===== config.mk =====
export PLATFORM = sky130hd
export DESIGN_NAME = sb5_lane
export DESIGN_NICKNAME = d
export VERILOG_FILES = /design/src/sb5_pkg.sv /design/src/sb5_lane.sv
export SDC_FILE = /design/constraint.sdc
export NUM_CORES = 1
export LEC_CHECK = 0
export ABC_AREA = 1
export BUFFER_PORTS_ARGS = -buffer_cell sky130_fd_sc_hd__buf_2
export CAP_MARGIN = 15
export CORE_UTILIZATION = 50
export CTS_CLUSTER_DIAMETER = 50
export DETAILED_ROUTE_END_ITERATION = 7
export GPL_TIMING_DRIVEN = 0
export PLACE_DENSITY = 0.71
export SYNTH_ARGS = -nofsm -noshare
export SYNTH_HDL_FRONTEND = slang
export SYNTH_SLANG_ARGS = --single-unit

===== constraint.sdc =====
create_clock -name clk_i -period 4.8 [get_ports clk_i]
set_clock_uncertainty 0.15 [all_clocks]
set_input_delay 0.48 -clock clk_i [delete_from_list [all_inputs] [get_ports clk_i]]
set_output_delay 0.48 -clock clk_i [all_outputs]
set_load 0.02 [all_outputs]

===== src/sb5_pkg.sv =====
`default_nettype none

package sb5_pkg;

  localparam int unsigned PIX_W      = 8;
  localparam int unsigned DIM_W      = 12;
  localparam int unsigned ROW_W      = DIM_W + 1;
  localparam int unsigned SUM_W      = 12;
  localparam int unsigned OUT_CH     = 3;
  localparam int unsigned DATA_W     = OUT_CH * PIX_W;
  localparam int unsigned NROWS      = 4;
  localparam int unsigned NTAPS      = 5;
  localparam int unsigned FIFO_DEPTH = 8;
  localparam int unsigned FIFO_AW    = $clog2(FIFO_DEPTH);
  localparam int unsigned CNT_W      = FIFO_AW + 2;
  localparam int unsigned RECIP_W    = 13;
  localparam int unsigned PROD_W     = SUM_W + RECIP_W;
  localparam int unsigned RECIP_SH   = 16;
  localparam int unsigned CFG_IDX_W  = 1;

  // 6554 / 2^16 gives exact floor(s / 10) for s up to 10 * 255
  localparam logic [RECIP_W-1:0] RECIP10 = 13'd6554;

  localparam logic CMD_PIXEL = 1'b0;
  localparam logic CMD_DRAIN = 1'b1;

  localparam logic [CFG_IDX_W-1:0] REG_IMAGE_WIDTH  = 1'b0;
  localparam logic [CFG_IDX_W-1:0] REG_IMAGE_HEIGHT = 1'b1;

  typedef enum logic [1:0] {
    VM_ZERO,
    VM_PASS,
    VM_WEIGH
  } vmode_e;

  typedef struct packed {
    logic       vld;
    logic [1:0] rot;
    vmode_e     vmode;
    logic       hweigh;
    logic       has_out;
    logic       last;
  } ctl_t;

  function automatic logic [PIX_W-1:0] div10(input logic [SUM_W-1:0] s);
    logic [PROD_W-1:0] p;
    p = PROD_W'(s) * PROD_W'(RECIP10);
    return p[RECIP_SH +: PIX_W];
  endfunction

  function automatic logic [SUM_W-1:0] weigh5(input logic [PIX_W-1:0] a,
                                              input logic [PIX_W-1:0] b,
                                              input logic [PIX_W-1:0] c,
                                              input logic [PIX_W-1:0] d,
                                              input logic [PIX_W-1:0] e);
    return SUM_W'(a) + (SUM_W'(b) << 1) + (SUM_W'(c) << 2) + (SUM_W'(d) << 1) + SUM_W'(e);
  endfunction

endpackage

`default_nettype wire


===== src/sb5_lane.sv =====
`default_nettype none

module sb5_lane import sb5_pkg::*; (
  input  wire logic                         clk_i,
  input  wire logic                         rst_ni,
  input  wire ctl_t                         ctl_b_i,
  input  wire ctl_t                         ctl_c_i,
  input  wire ctl_t                         ctl_d_i,
  input  wire ctl_t                         ctl_e_i,
  input  wire logic [NROWS-1:0][PIX_W-1:0]  rows_i,
  input  wire logic [PIX_W-1:0]             pix_i,
  output logic      [PIX_W-1:0]             blur_o
);

  logic [SUM_W-1:0]             vsum_q;
  logic [PIX_W-1:0]             vmid_q;
  logic [PIX_W-1:0]             v;
  logic [NTAPS-1:0][PIX_W-1:0]  taps_q;
  logic [SUM_W-1:0]             hsum_q;
  logic [PIX_W-1:0]             hmid_q;

  always_ff @(posedge clk_i) begin
    if (ctl_b_i.vld) begin
      vsum_q <= weigh5(rows_i[ctl_b_i.rot], rows_i[ctl_b_i.rot + 2'd1],
                       rows_i[ctl_b_i.rot + 2'd2], rows_i[ctl_b_i.rot + 2'd3], pix_i);
      vmid_q <= rows_i[ctl_b_i.rot + 2'd2];
    end
  end

  always_comb begin
    unique case (ctl_c_i.vmode)
      VM_WEIGH: v = div10(vsum_q);
      VM_PASS:  v = vmid_q;
      VM_ZERO:  v = '0;
      default:  v = '0;
    endcase
  end

  always_ff @(posedge clk_i or negedge rst_ni) begin
    if (!rst_ni) begin
      taps_q <= '0;
    end else if (ctl_c_i.vld) begin
      taps_q <= {taps_q[NTAPS-2:0], v};
    end
  end

  always_ff @(posedge clk_i) begin
    if (ctl_d_i.vld) begin
      hsum_q <= weigh5(taps_q[4], taps_q[3], taps_q[2], taps_q[1], taps_q[0]);
      hmid_q <= taps_q[2];
    end
  end

  assign blur_o = ctl_e_i.hweigh ? div10(hsum_q) : hmid_q;

endmodule

`default_nettype wire


==> results_dict.tcl <==
set metrics [dict create \
    status "finished, violations left" \
    violations "negative setup slack" \
    relSlewSlack_pct 39.0 \
    multi_input_area_um2 7970 \
    path_common_cell "inv_2" \
    synth_nets 1672 \
    boundaryPins 82 \
    hold_class "in -> async" \
    die_w_um 149 \
    synth_area_um2 10900 \
    fmaxAchievable_mhz 190 \
    viasPerCell 5.10 \
    tritoncts "built" \
    hold_viol 0 \
    drive_gt1_share_pct 15.7 \
    yosysMostFrequentCell "nand2_1" \
    wl_per_cell_um 14.6 \
    grt_use_total_pct 23.2 \
    slowest_stage "fa_1" \
    worst_pin_slew_ns 0.915 \
    hpwlAfterDp_um 20000 \
    drt-total-wl_um 24300 \
    ys_warn_count 0 \
    finalCritPeriodShare_pct 110 \
    cap_violations 0 \
    setup_slack_ns -0.473 \
    period_minus_slack_ns 5.27 \
    cts-buffers-inserted 9 \
    synthCells 1285 \
    setup-violations-final 8 \
    cpPeakStageDelay_ns 0.52 \
    dieArea_um2 22300 \
    syn_avg_cell_area_um2 8.45 \
    dpl_cell_area_um2 11500 \
    nets 1771 \
    yosysSeqAreaShare_pct 20.3 \
    path_clk_slew_ns 0.07 \
    drc 0 \
    regArea_um2 2200 \
    gr-total-overflow 0 \
    cp_max_fo 3 \
    synth_edf_count 40 \
    n_fill_cell 1835 \
    drtPass1Iterations 5 \
    clock-sinks 80 \
    routed-via-count 8488 \
    antenna_found_initial 0 \
    ant_nets 0 \
    setup.worst_path.class "reg -> out" \
    synth_top_area_cell "fa_1" \
    cts.path.max_buffers 2 \
    worstPathArrival_ns 4.64 \
    yosysTopAreaCellShare_pct 22.3 \
    synthArstFlopShare_pct 50.0 \
    synth_cell_types 38 \
    port-buffer-count 53 \
    synthFlopType "edfxtp_1" \
    cp-end-kind "primary output" \
    rows 53 \
    die-height_um 149 \
    coreArea_um2 21200 \
    place_ws_ns -0.511 \
    rsz0062_at_grt "true" \
    initial_core_util_pct 51.3 \
    ys_top_cells_by_count "321 x nand2_1, 274 x inv_1, 192 x ha_1" \
    grt_max_degree 41 \
    crit_required_ns 4.17 \
    cts_max_level 3 \
    n_antenna_cell 0 \
    place.gp.congestion 0.904 \
    start_kind "register" \
    grt_pass1_vias 8636 \
    synthTopCellsByArea "fa_1 22%, ha_1 22%, nand2_1 11%" \
    cts_root_buffer "clkbuf_16" \
    crit_buf_inv 5 \
    whs_ns 0.123 \
    ys_ff_latch 80 \
    path_delay_family "adder cells" \
    ctsHoldBuffers 0 \
    clock_latency_ns 0.34 \
    slew_violations 0 \
    path_cells "ha_4 -> inv_2 -> fa_1 -> inv_2 -> fa_1 -> inv_2 -> fa_2 -> inv_2 -> fa_2 -> ha_4 -> nand2_2 -> o21ai_2 -> a21o_1 -> nand2_1 -> nand3b_1 -> nand3_1 -> nand2_1 -> buf_4" \
    grt_first_pass_wirelength_um 40600 \
    area_growth_pct 15.6 \
    first_iter_violations 446 \
    fin_area_um2 12600 \
]
-- final timing paths --
path / startpoint / to / slack, ns / depth (start not counted)
worst min register to register: taps_q[32]$_DFFE_PN0P_ / taps_q[32]$_DFFE_PN0P_ / 0.33 / 2
worst min-delay path: rst_ni / taps_q[28]$_DFFE_PN0P_ / 0.12 / 1
min in group clk_i: pix_i[0] / vsum_q[0]$_DFFE_PP_ / 0.31 / 2
worst max-delay path: hsum_q[2]$_DFFE_PP_ / blur_o[0] / -0.47 / 18
max in group asynchronous: rst_ni / taps_q[34]$_DFFE_PN0P_ / 3.80 / 1
worst max register to register: vsum_q[3]$_DFFE_PP_ / taps_q[7]$_DFFE_PN0P_ / 0.19 / 22
-- layer usage --
metal  part of all wire (%)  GRT usage, %  vias to the layer above
li1                       -             -                     4213
met1                     46          31.0                     4044
met2                     48          39.7                      205
met3                    4.8          2.75                       26
met4                    1.7          5.82                        0
met5                      0             0                        -
-- area by class of cell --
cell class,instances,share of cell area [%]
sequential,80,17.5
clock buffer,10,1.82
buffer,23,0.797
tap,275,2.74
clock inverter,6,0.737
inverter,277,8.28
multi-input combinational,905,63.5
timing repair buffer,88,4.60
-- metrics by stage --
stage | util (%) | std cells | TNS (ns)
6_report | 59.4 | 1664 | -3.20
5_1_grt | 59.4 | 1664 | -4.43
3_5_place_dp | 54.3 | 1613 | -4.23
2_1_floorplan | - | 1285 | -0.00562
3_3_place_gp | 54.3 | 1613 | -3.63
4_1_cts | 57.9 | 1652 | -2.64
-- cell families (layout without fill, tap and decap cells) --
| kind of cell | after synthesis | after routing | synth area share, % |
|---|---|---|---|
| AO/OA/AOI/OAI | 144 | 144 | 7.05 |
| AND/OR/NAND/NOR | 426 | 426 | 15.9 |
| flip-flops | 80 | 80 | 20.3 |
| XOR/XNOR | 18 | 18 | 1.52 |
| adder cells (fa/ha/maj) | 313 | 313 | 44.4 |
| multiplexers | 4 | 4 | 0.369 |
| buffers and inverters | 300 | 404 | 10.5 |
-- repair_timing --
action | CTS | global route
gates resized for setup | 65 | 61
pin swaps | 41 | 27
setup endpoints to repair | 12 | 18
setup buffers | 23 | 12
-- cell usage in the layout, fill, tap and decap left out, types with 3 or more instances in the layout --
cell type	Yosys	routed
ha_1	192	174
xor2_1	7	7
a21oi_1	49	38
xnor2_1	10	10
inv_1	274	254
nand3_2	2	8
nand4_1	3	3
mux2i_1	4	4
nor2_4	0	3
fa_2	0	3
nand3_1	40	34
nor2_2	3	7
clkbuf_16	0	9
clkbuf_1	12	12
dfrtp_1	40	40
a21oi_4	0	4
a21oi_2	1	8
nand3b_1	4	4
edfxtp_1	40	40
buf_4	0	35
buf_6	0	8
o21bai_1	4	3
inv_2	2	22
o21ai_0	75	65
o21ai_1	2	10
ha_4	0	18
nor2_1	42	35
a21o_1	5	5
nand2_2	3	17
nand2_1	321	305
buf_2	10	55
nor3_2	2	3
fa_1	121	118
-- state kept, by name (all words and copies together), names as in the netlist --
register,cells
vsum_q,12
hmid_q,8
vmid_q,8
hsum_q,12
taps_q,40
Power is not shown: default switching activity piles up to over one toggle a cycle in this logic, so the estimate is an artifact.
