**src/sb5_pkg.sv**
```systemverilog
`default_nettype none

package sb5_pkg;

  localparam int unsigned PIX_W      = 8;
  localparam int unsigned DIM_W      = 12;
  localparam int unsigned ROW_W      = DIM_W + 1;
  localparam int unsigned SUM_W      = 12;
  localparam int unsigned OUT_CH     = 3;
  localparam int unsigned DATA_W     = OUT_CH * PIX_W;
  localparam int unsigned NROWS      = 4;
  localparam int unsigned NTAPS      = 5;
  localparam int unsigned FIFO_DEPTH = 8;
  localparam int unsigned FIFO_AW    = $clog2(FIFO_DEPTH);
  localparam int unsigned CNT_W      = FIFO_AW + 2;
  localparam int unsigned RECIP_W    = 13;
  localparam int unsigned PROD_W     = SUM_W + RECIP_W;
  localparam int unsigned RECIP_SH   = 16;
  localparam int unsigned CFG_IDX_W  = 1;

  // 6554 / 2^16 gives exact floor(s / 10) for s up to 10 * 255
  localparam logic [RECIP_W-1:0] RECIP10 = 13'd6554;

  localparam logic CMD_PIXEL = 1'b0;
  localparam logic CMD_DRAIN = 1'b1;

  localparam logic [CFG_IDX_W-1:0] REG_IMAGE_WIDTH  = 1'b0;
  localparam logic [CFG_IDX_W-1:0] REG_IMAGE_HEIGHT = 1'b1;

  typedef enum logic [1:0] {
    VM_ZERO,
    VM_PASS,
    VM_WEIGH
  } vmode_e;

  typedef struct packed {
    logic       vld;
    logic [1:0] rot;
    vmode_e     vmode;
    logic       hweigh;
    logic       has_out;
    logic       last;
  } ctl_t;

  function automatic logic [PIX_W-1:0] div10(input logic [SUM_W-1:0] s);
    logic [PROD_W-1:0] p;
    p = PROD_W'(s) * PROD_W'(RECIP10);
    return p[RECIP_SH +: PIX_W];
  endfunction

  function automatic logic [SUM_W-1:0] weigh5(input logic [PIX_W-1:0] a,
                                              input logic [PIX_W-1:0] b,
                                              input logic [PIX_W-1:0] c,
                                              input logic [PIX_W-1:0] d,
                                              input logic [PIX_W-1:0] e);
    return SUM_W'(a) + (SUM_W'(b) << 1) + (SUM_W'(c) << 2) + (SUM_W'(d) << 1) + SUM_W'(e);
  endfunction

endpackage

`default_nettype wire

```
**src/sb5_merge.sv**
```systemverilog
`default_nettype none

module sb5_merge import sb5_pkg::*; #(
  parameter int unsigned LW = 24
) (
  input  wire logic               clk_i,
  input  wire logic               rst_ni,
  input  wire logic               push_i,
  input  wire logic [LW-1:0]      lanes_i,
  input  wire logic               last_i,
  output logic [CNT_W-1:0]        cnt_o,
  output logic                    m_axis_tvalid,
  input  wire logic               m_axis_tready,
  output logic [DATA_W-1:0]       m_axis_tdata,   // blur_blue, blur_green, blur_red
  output logic                    m_axis_tlast    // last_of_frame
);

  logic [DATA_W:0]        mem_q [FIFO_DEPTH];
  logic [FIFO_AW-1:0]     wr_ptr_q;
  logic [FIFO_AW-1:0]     rd_ptr_q;
  logic [CNT_W-1:0]       cnt_q;
  logic                   pop;

  assign pop = m_axis_tvalid && m_axis_tready;

  always_ff @(posedge clk_i) begin
    if (push_i) begin
      mem_q[wr_ptr_q] <= {last_i, DATA_W'(lanes_i)};
    end
  end

  always_ff @(posedge clk_i or negedge rst_ni) begin
    if (!rst_ni) begin
      wr_ptr_q <= '0;
      rd_ptr_q <= '0;
      cnt_q    <= '0;
    end else begin
      if (push_i) begin
        wr_ptr_q <= wr_ptr_q + 1'b1;
      end
      if (pop) begin
        rd_ptr_q <= rd_ptr_q + 1'b1;
      end
      unique case ({push_i, pop})
        2'b10:   cnt_q <= cnt_q + 1'b1;
        2'b01:   cnt_q <= cnt_q - 1'b1;
        default: cnt_q <= cnt_q;
      endcase
    end
  end

  assign cnt_o         = cnt_q;
  assign m_axis_tvalid = (cnt_q != '0);
  assign m_axis_tdata  = mem_q[rd_ptr_q][DATA_W-1:0];
  assign m_axis_tlast  = mem_q[rd_ptr_q][DATA_W];

endmodule

`default_nettype wire

```
**config.mk**
```make
export PLATFORM = sky130hd
export DESIGN_NAME = sb5_merge
export DESIGN_NICKNAME = d
export VERILOG_FILES = /design/src/sb5_pkg.sv /design/src/sb5_merge.sv
export SDC_FILE = /design/constraint.sdc
export NUM_CORES = 1
export LEC_CHECK = 0
export BUFFER_PORTS_ARGS = -buffer_cell sky130_fd_sc_hd__buf_4
export CAP_MARGIN = 15
export CORE_UTILIZATION = 50
export DETAILED_ROUTE_END_ITERATION = 16
export PLACE_DENSITY_LB_ADDON = 0.15
export SLEW_MARGIN = 20
export SYNTH_ARGS = -nofsm -noshare
export SYNTH_HDL_FRONTEND = slang
export SYNTH_SLANG_ARGS = --single-unit
export TNS_END_PERCENT = 100
```
**constraint.sdc**
```tcl
create_clock -name clk_i -period 6.4 [get_ports clk_i]
set_input_delay 1.28 -clock clk_i [delete_from_list [all_inputs] [get_ports clk_i]]
set_output_delay 1.28 -clock clk_i [all_outputs]
set_load 0.01 [all_outputs]
```
==> flow_metrics.py <==
metrics = {
    "run_status": {
        "status": "finished clean",
    },
    "yosys": {
        "syn_nets": 397,
        "synthesis.area_mm2": 0.00841,
        "synth_top_family_by_area": "multiplexers",
        "synth_seq_cells": 211,
        "yosys.area_share.simple": 0.0183,
        "synth_edf_count": 200,
        "synth_area_per_cell_um2": 23.3,
        "yosys_warnings": 0,
        "syn-instance-count": 361,
        "synth_compound_area_frac": 0.00877,
        "synthMuxAreaShare": 0.194,
        "synth_xor_area_frac": 0.00625,
        "synth_ff_type": "edfxtp_1",
        "ys_types": 30,
        "synth_sequential_area_ratio": 0.746,
        "synth_fa_ha_area_frac": 0.0113,
        "async_flop_share": 0.0521,
    },
    "grt": {
        "grt_max_degree": 41,
        "gr-usage-all-layers": 0.177,
        "grt_pass1_wl_um": 22900,
        "grt_pass1_vias": 3953,
        "grt-ovfl-total": 0,
        "grt_antenna_before_repair": 0,
    },
    "clocking": {
        "cts_inserted_buffers": 21,
        "cts_tree": "done",
        "clockBufferDepth": 3,
        "cts_htree_levels": 1,
        "post-cts-setup-buffers": 0,
        "cts_sinks": 211,
        "clk-insertion-delay-late_ns": 0.50,
        "cts_hold_buf": 0,
        "cts_resized": 0,
        "cts_root_buf": "clkbuf_16",
        "clk_pin_slew_ns": 0.06,
    },
    "sta": {
        "fmax_mhz": 242,
        "hold_viol": 0,
        "relSlewSlack": 0.552,
        "tns_ns": 0,
        "final.min_clock_period_ns": 4.13,
        "worstMarginPinSlew_ns": 0.671,
        "setup_viol": 0,
        "slew_viol_final": 0,
        "period_share": 0.645,
        "rsz0062_at_grt": "no",
        "finClkSkew_ns": 0.0181,
        "layout_setup_ws_ns": 2.27,
    },
    "setup_path": {
        "path_class": "register to output port",
        "cp.arrival_ns": 2.85,
        "worstPathRequired_ns": 5.12,
        "critical-path-top-delay-family": "multiplexers",
        "critPathBufInv": 2,
        "path_common_cell": "buf_4",
        "cp-start-kind": "register",
        "end_kind": "output port",
        "cp_max_fo": 40,
        "worstPathCellList": "buf_4, mux4_1, mux2_2, buf_4",
        "max_stage_delay_ns": 0.68,
        "critPathSlowestCell": "mux4_1",
    },
    "detailed_routing": {
        "firstDrtPassIters": 4,
        "totalWireLength_um": 14700,
        "wl_met1_um": 6550,
        "viasPerCell": 5.66,
        "drtAntennaViolNets": 0,
        "post_drt_wl_per_cell_um": 21.9,
        "drt_iter0_markers": 190,
        "top_layer": "met4",
        "drc": 0,
        "dr_wl_met2_um": 7340,
        "num_vias": 3800,
        "met3_length_um": 604,
    },
    "cells_and_area": {
        "syn_to_final_growth_pct": 16.2,
        "mostFrequentLayoutCell": "edfxtp_1",
        "drive_gt1_frac": 0.315,
        "most-common-layout-cells": "edfxtp_1, buf_4, mux4_1, mux2_2, clkbuf_16",
        "n_fill_cell": 1176,
        "antennaDiodeCount": 0,
        "nets": 474,
    },
    "die": {
        "die_w_um": 132,
        "ioPinCount": 60,
        "dieArea_mm2": 0.0174,
        "die_y_um": 132,
        "start_util": 0.509,
        "core_area_mm2": 0.0165,
        "row_count": 47,
    },
    "power_and_ir_drop": {
        "power_per_cell_area_mw_per_mm2": 443,
        "ir_drop_uv": 302,
        "leakage_nw": 3.39,
    },
    "min_path": {
        "hp-class": "register to register",
    },
    "job": {
        "cap_violations": 0,
    },
    "placement": {
        "post-place-ws_ns": 2.75,
        "dp_hpwl_um": 7910,
        "portBuffers": 59,
        "gp_congestion": 0.668,
    },
}
## path summary, 6_finish.rpt
kind,end,start,depth (start not counted),slack (ns)
worst max-delay path,m_axis_tdata[6],rd_ptr_q[0]$_DFFE_PN0N_,4,2.27
worst min-delay path,wr_ptr_q[0]$_DFFE_PN0P_,wr_ptr_q[0]$_DFFE_PN0P_,1,0.52
worst max register to register,cnt_o[4]$_DFFE_PN0P_,cnt_o[0]$_DFFE_PN0P_,8,3.33
worst min register to register,wr_ptr_q[0]$_DFFE_PN0P_,wr_ptr_q[0]$_DFFE_PN0P_,1,0.52
max in group asynchronous,rd_ptr_q[1]$_DFFE_PN0N_,rst_ni,1,5.62
min in group asynchronous,rd_ptr_q[0]$_DFFE_PN0N_,rst_ni,1,0.61
## worst reg2reg max path: cells and delay by family (launching register included)
| kind | cells | cell delay (ns) |
|---|---|---|
| AOI/OAI and AO/OA | 3 | 0.49 |
| adders and majority gates | 2 | 0.70 |
| buffers and inverters | 1 | 0.07 |
| DFF | 1 | 0.44 |
| and+or+nand+nor | 2 | 1.26 |
## synth_stat cells (all sizes together) (3+ instances only)
master,count,area (µm²)
nand2,4,15.0
nor3b,5,37.5
o21ai,3,18.8
nand2b,3,18.8
edfxtp,200,6010
inv,4,15.0
clkbuf,7,26.3
ha,6,75.1
dfrtp,11,275
nand3,3,15.0
nor2,6,22.5
mux2,29,327
a21oi,4,20.0
mux4,50,1310
xnor2,5,43.8
buf,9,80.1
## routing by layer
metal	up-vias	global-route usage
met2	68	0.299
met4	0	0.0465
met1	2004	0.239
met5	-	0
met3	13	0.0328
li1	1715	-
## stage by stage
stage / hold WS [ns] / total power, mW / cell area (µm²) / instances / util
finish: 0.519 / 4.33 / 9780 / 671 / 0.592
global route: 0.569 / 4.54 / 9780 / 671 / 0.592
CTS: 0.524 / 4.40 / 9780 / 671 / 0.592
detailed placement: 0.514 / 3.23 / 9140 / 635 / 0.553
global placement: 0.508 / 3.21 / 9140 / 635 / 0.553
floorplan: 0.480 / 2.74 / 8410 / 361 / -
## state kept, by name, summed over array words and instances, names as in the netlist
signal,flops
rd_ptr_q,3
cnt_o,5
mem_q,200
wr_ptr_q,3
## cell families after synthesis
family                     after synthesis
muxes                                   79
xor gates and xnor gates                 6
and+or+nand+nor                         27
buffers and inverters                   20
DFF                                    211
AOI/OAI and AO/OA                       11
adders and majority gates                7
## power breakdown
| group | switching, mW | internal [mW] | leakage, nW |
|---|---|---|---|
| combinational | 0.608 | 0.698 | 1.12 |
| sequential | 0.119 | 1.74 | 1.95 |
| clock | 0.482 | 0.680 | 0.319 |
| total | 1.21 | 3.12 | 3.39 |
## area by class of cell
type / instances / area [µm²] / share of cell area
clock inverters: 12 / 108 / 0.0110
well taps: 220 / 275 / 0.0281
multi-input cells: 130 / 2040 / 0.208
inverters: 4 / 15.0 / 0.00154
clock buffers: 24 / 537 / 0.0549
flip-flops and latches: 211 / 6280 / 0.642
repair buffers: 70 / 526 / 0.0537
(Power assumes the default switching activity.)
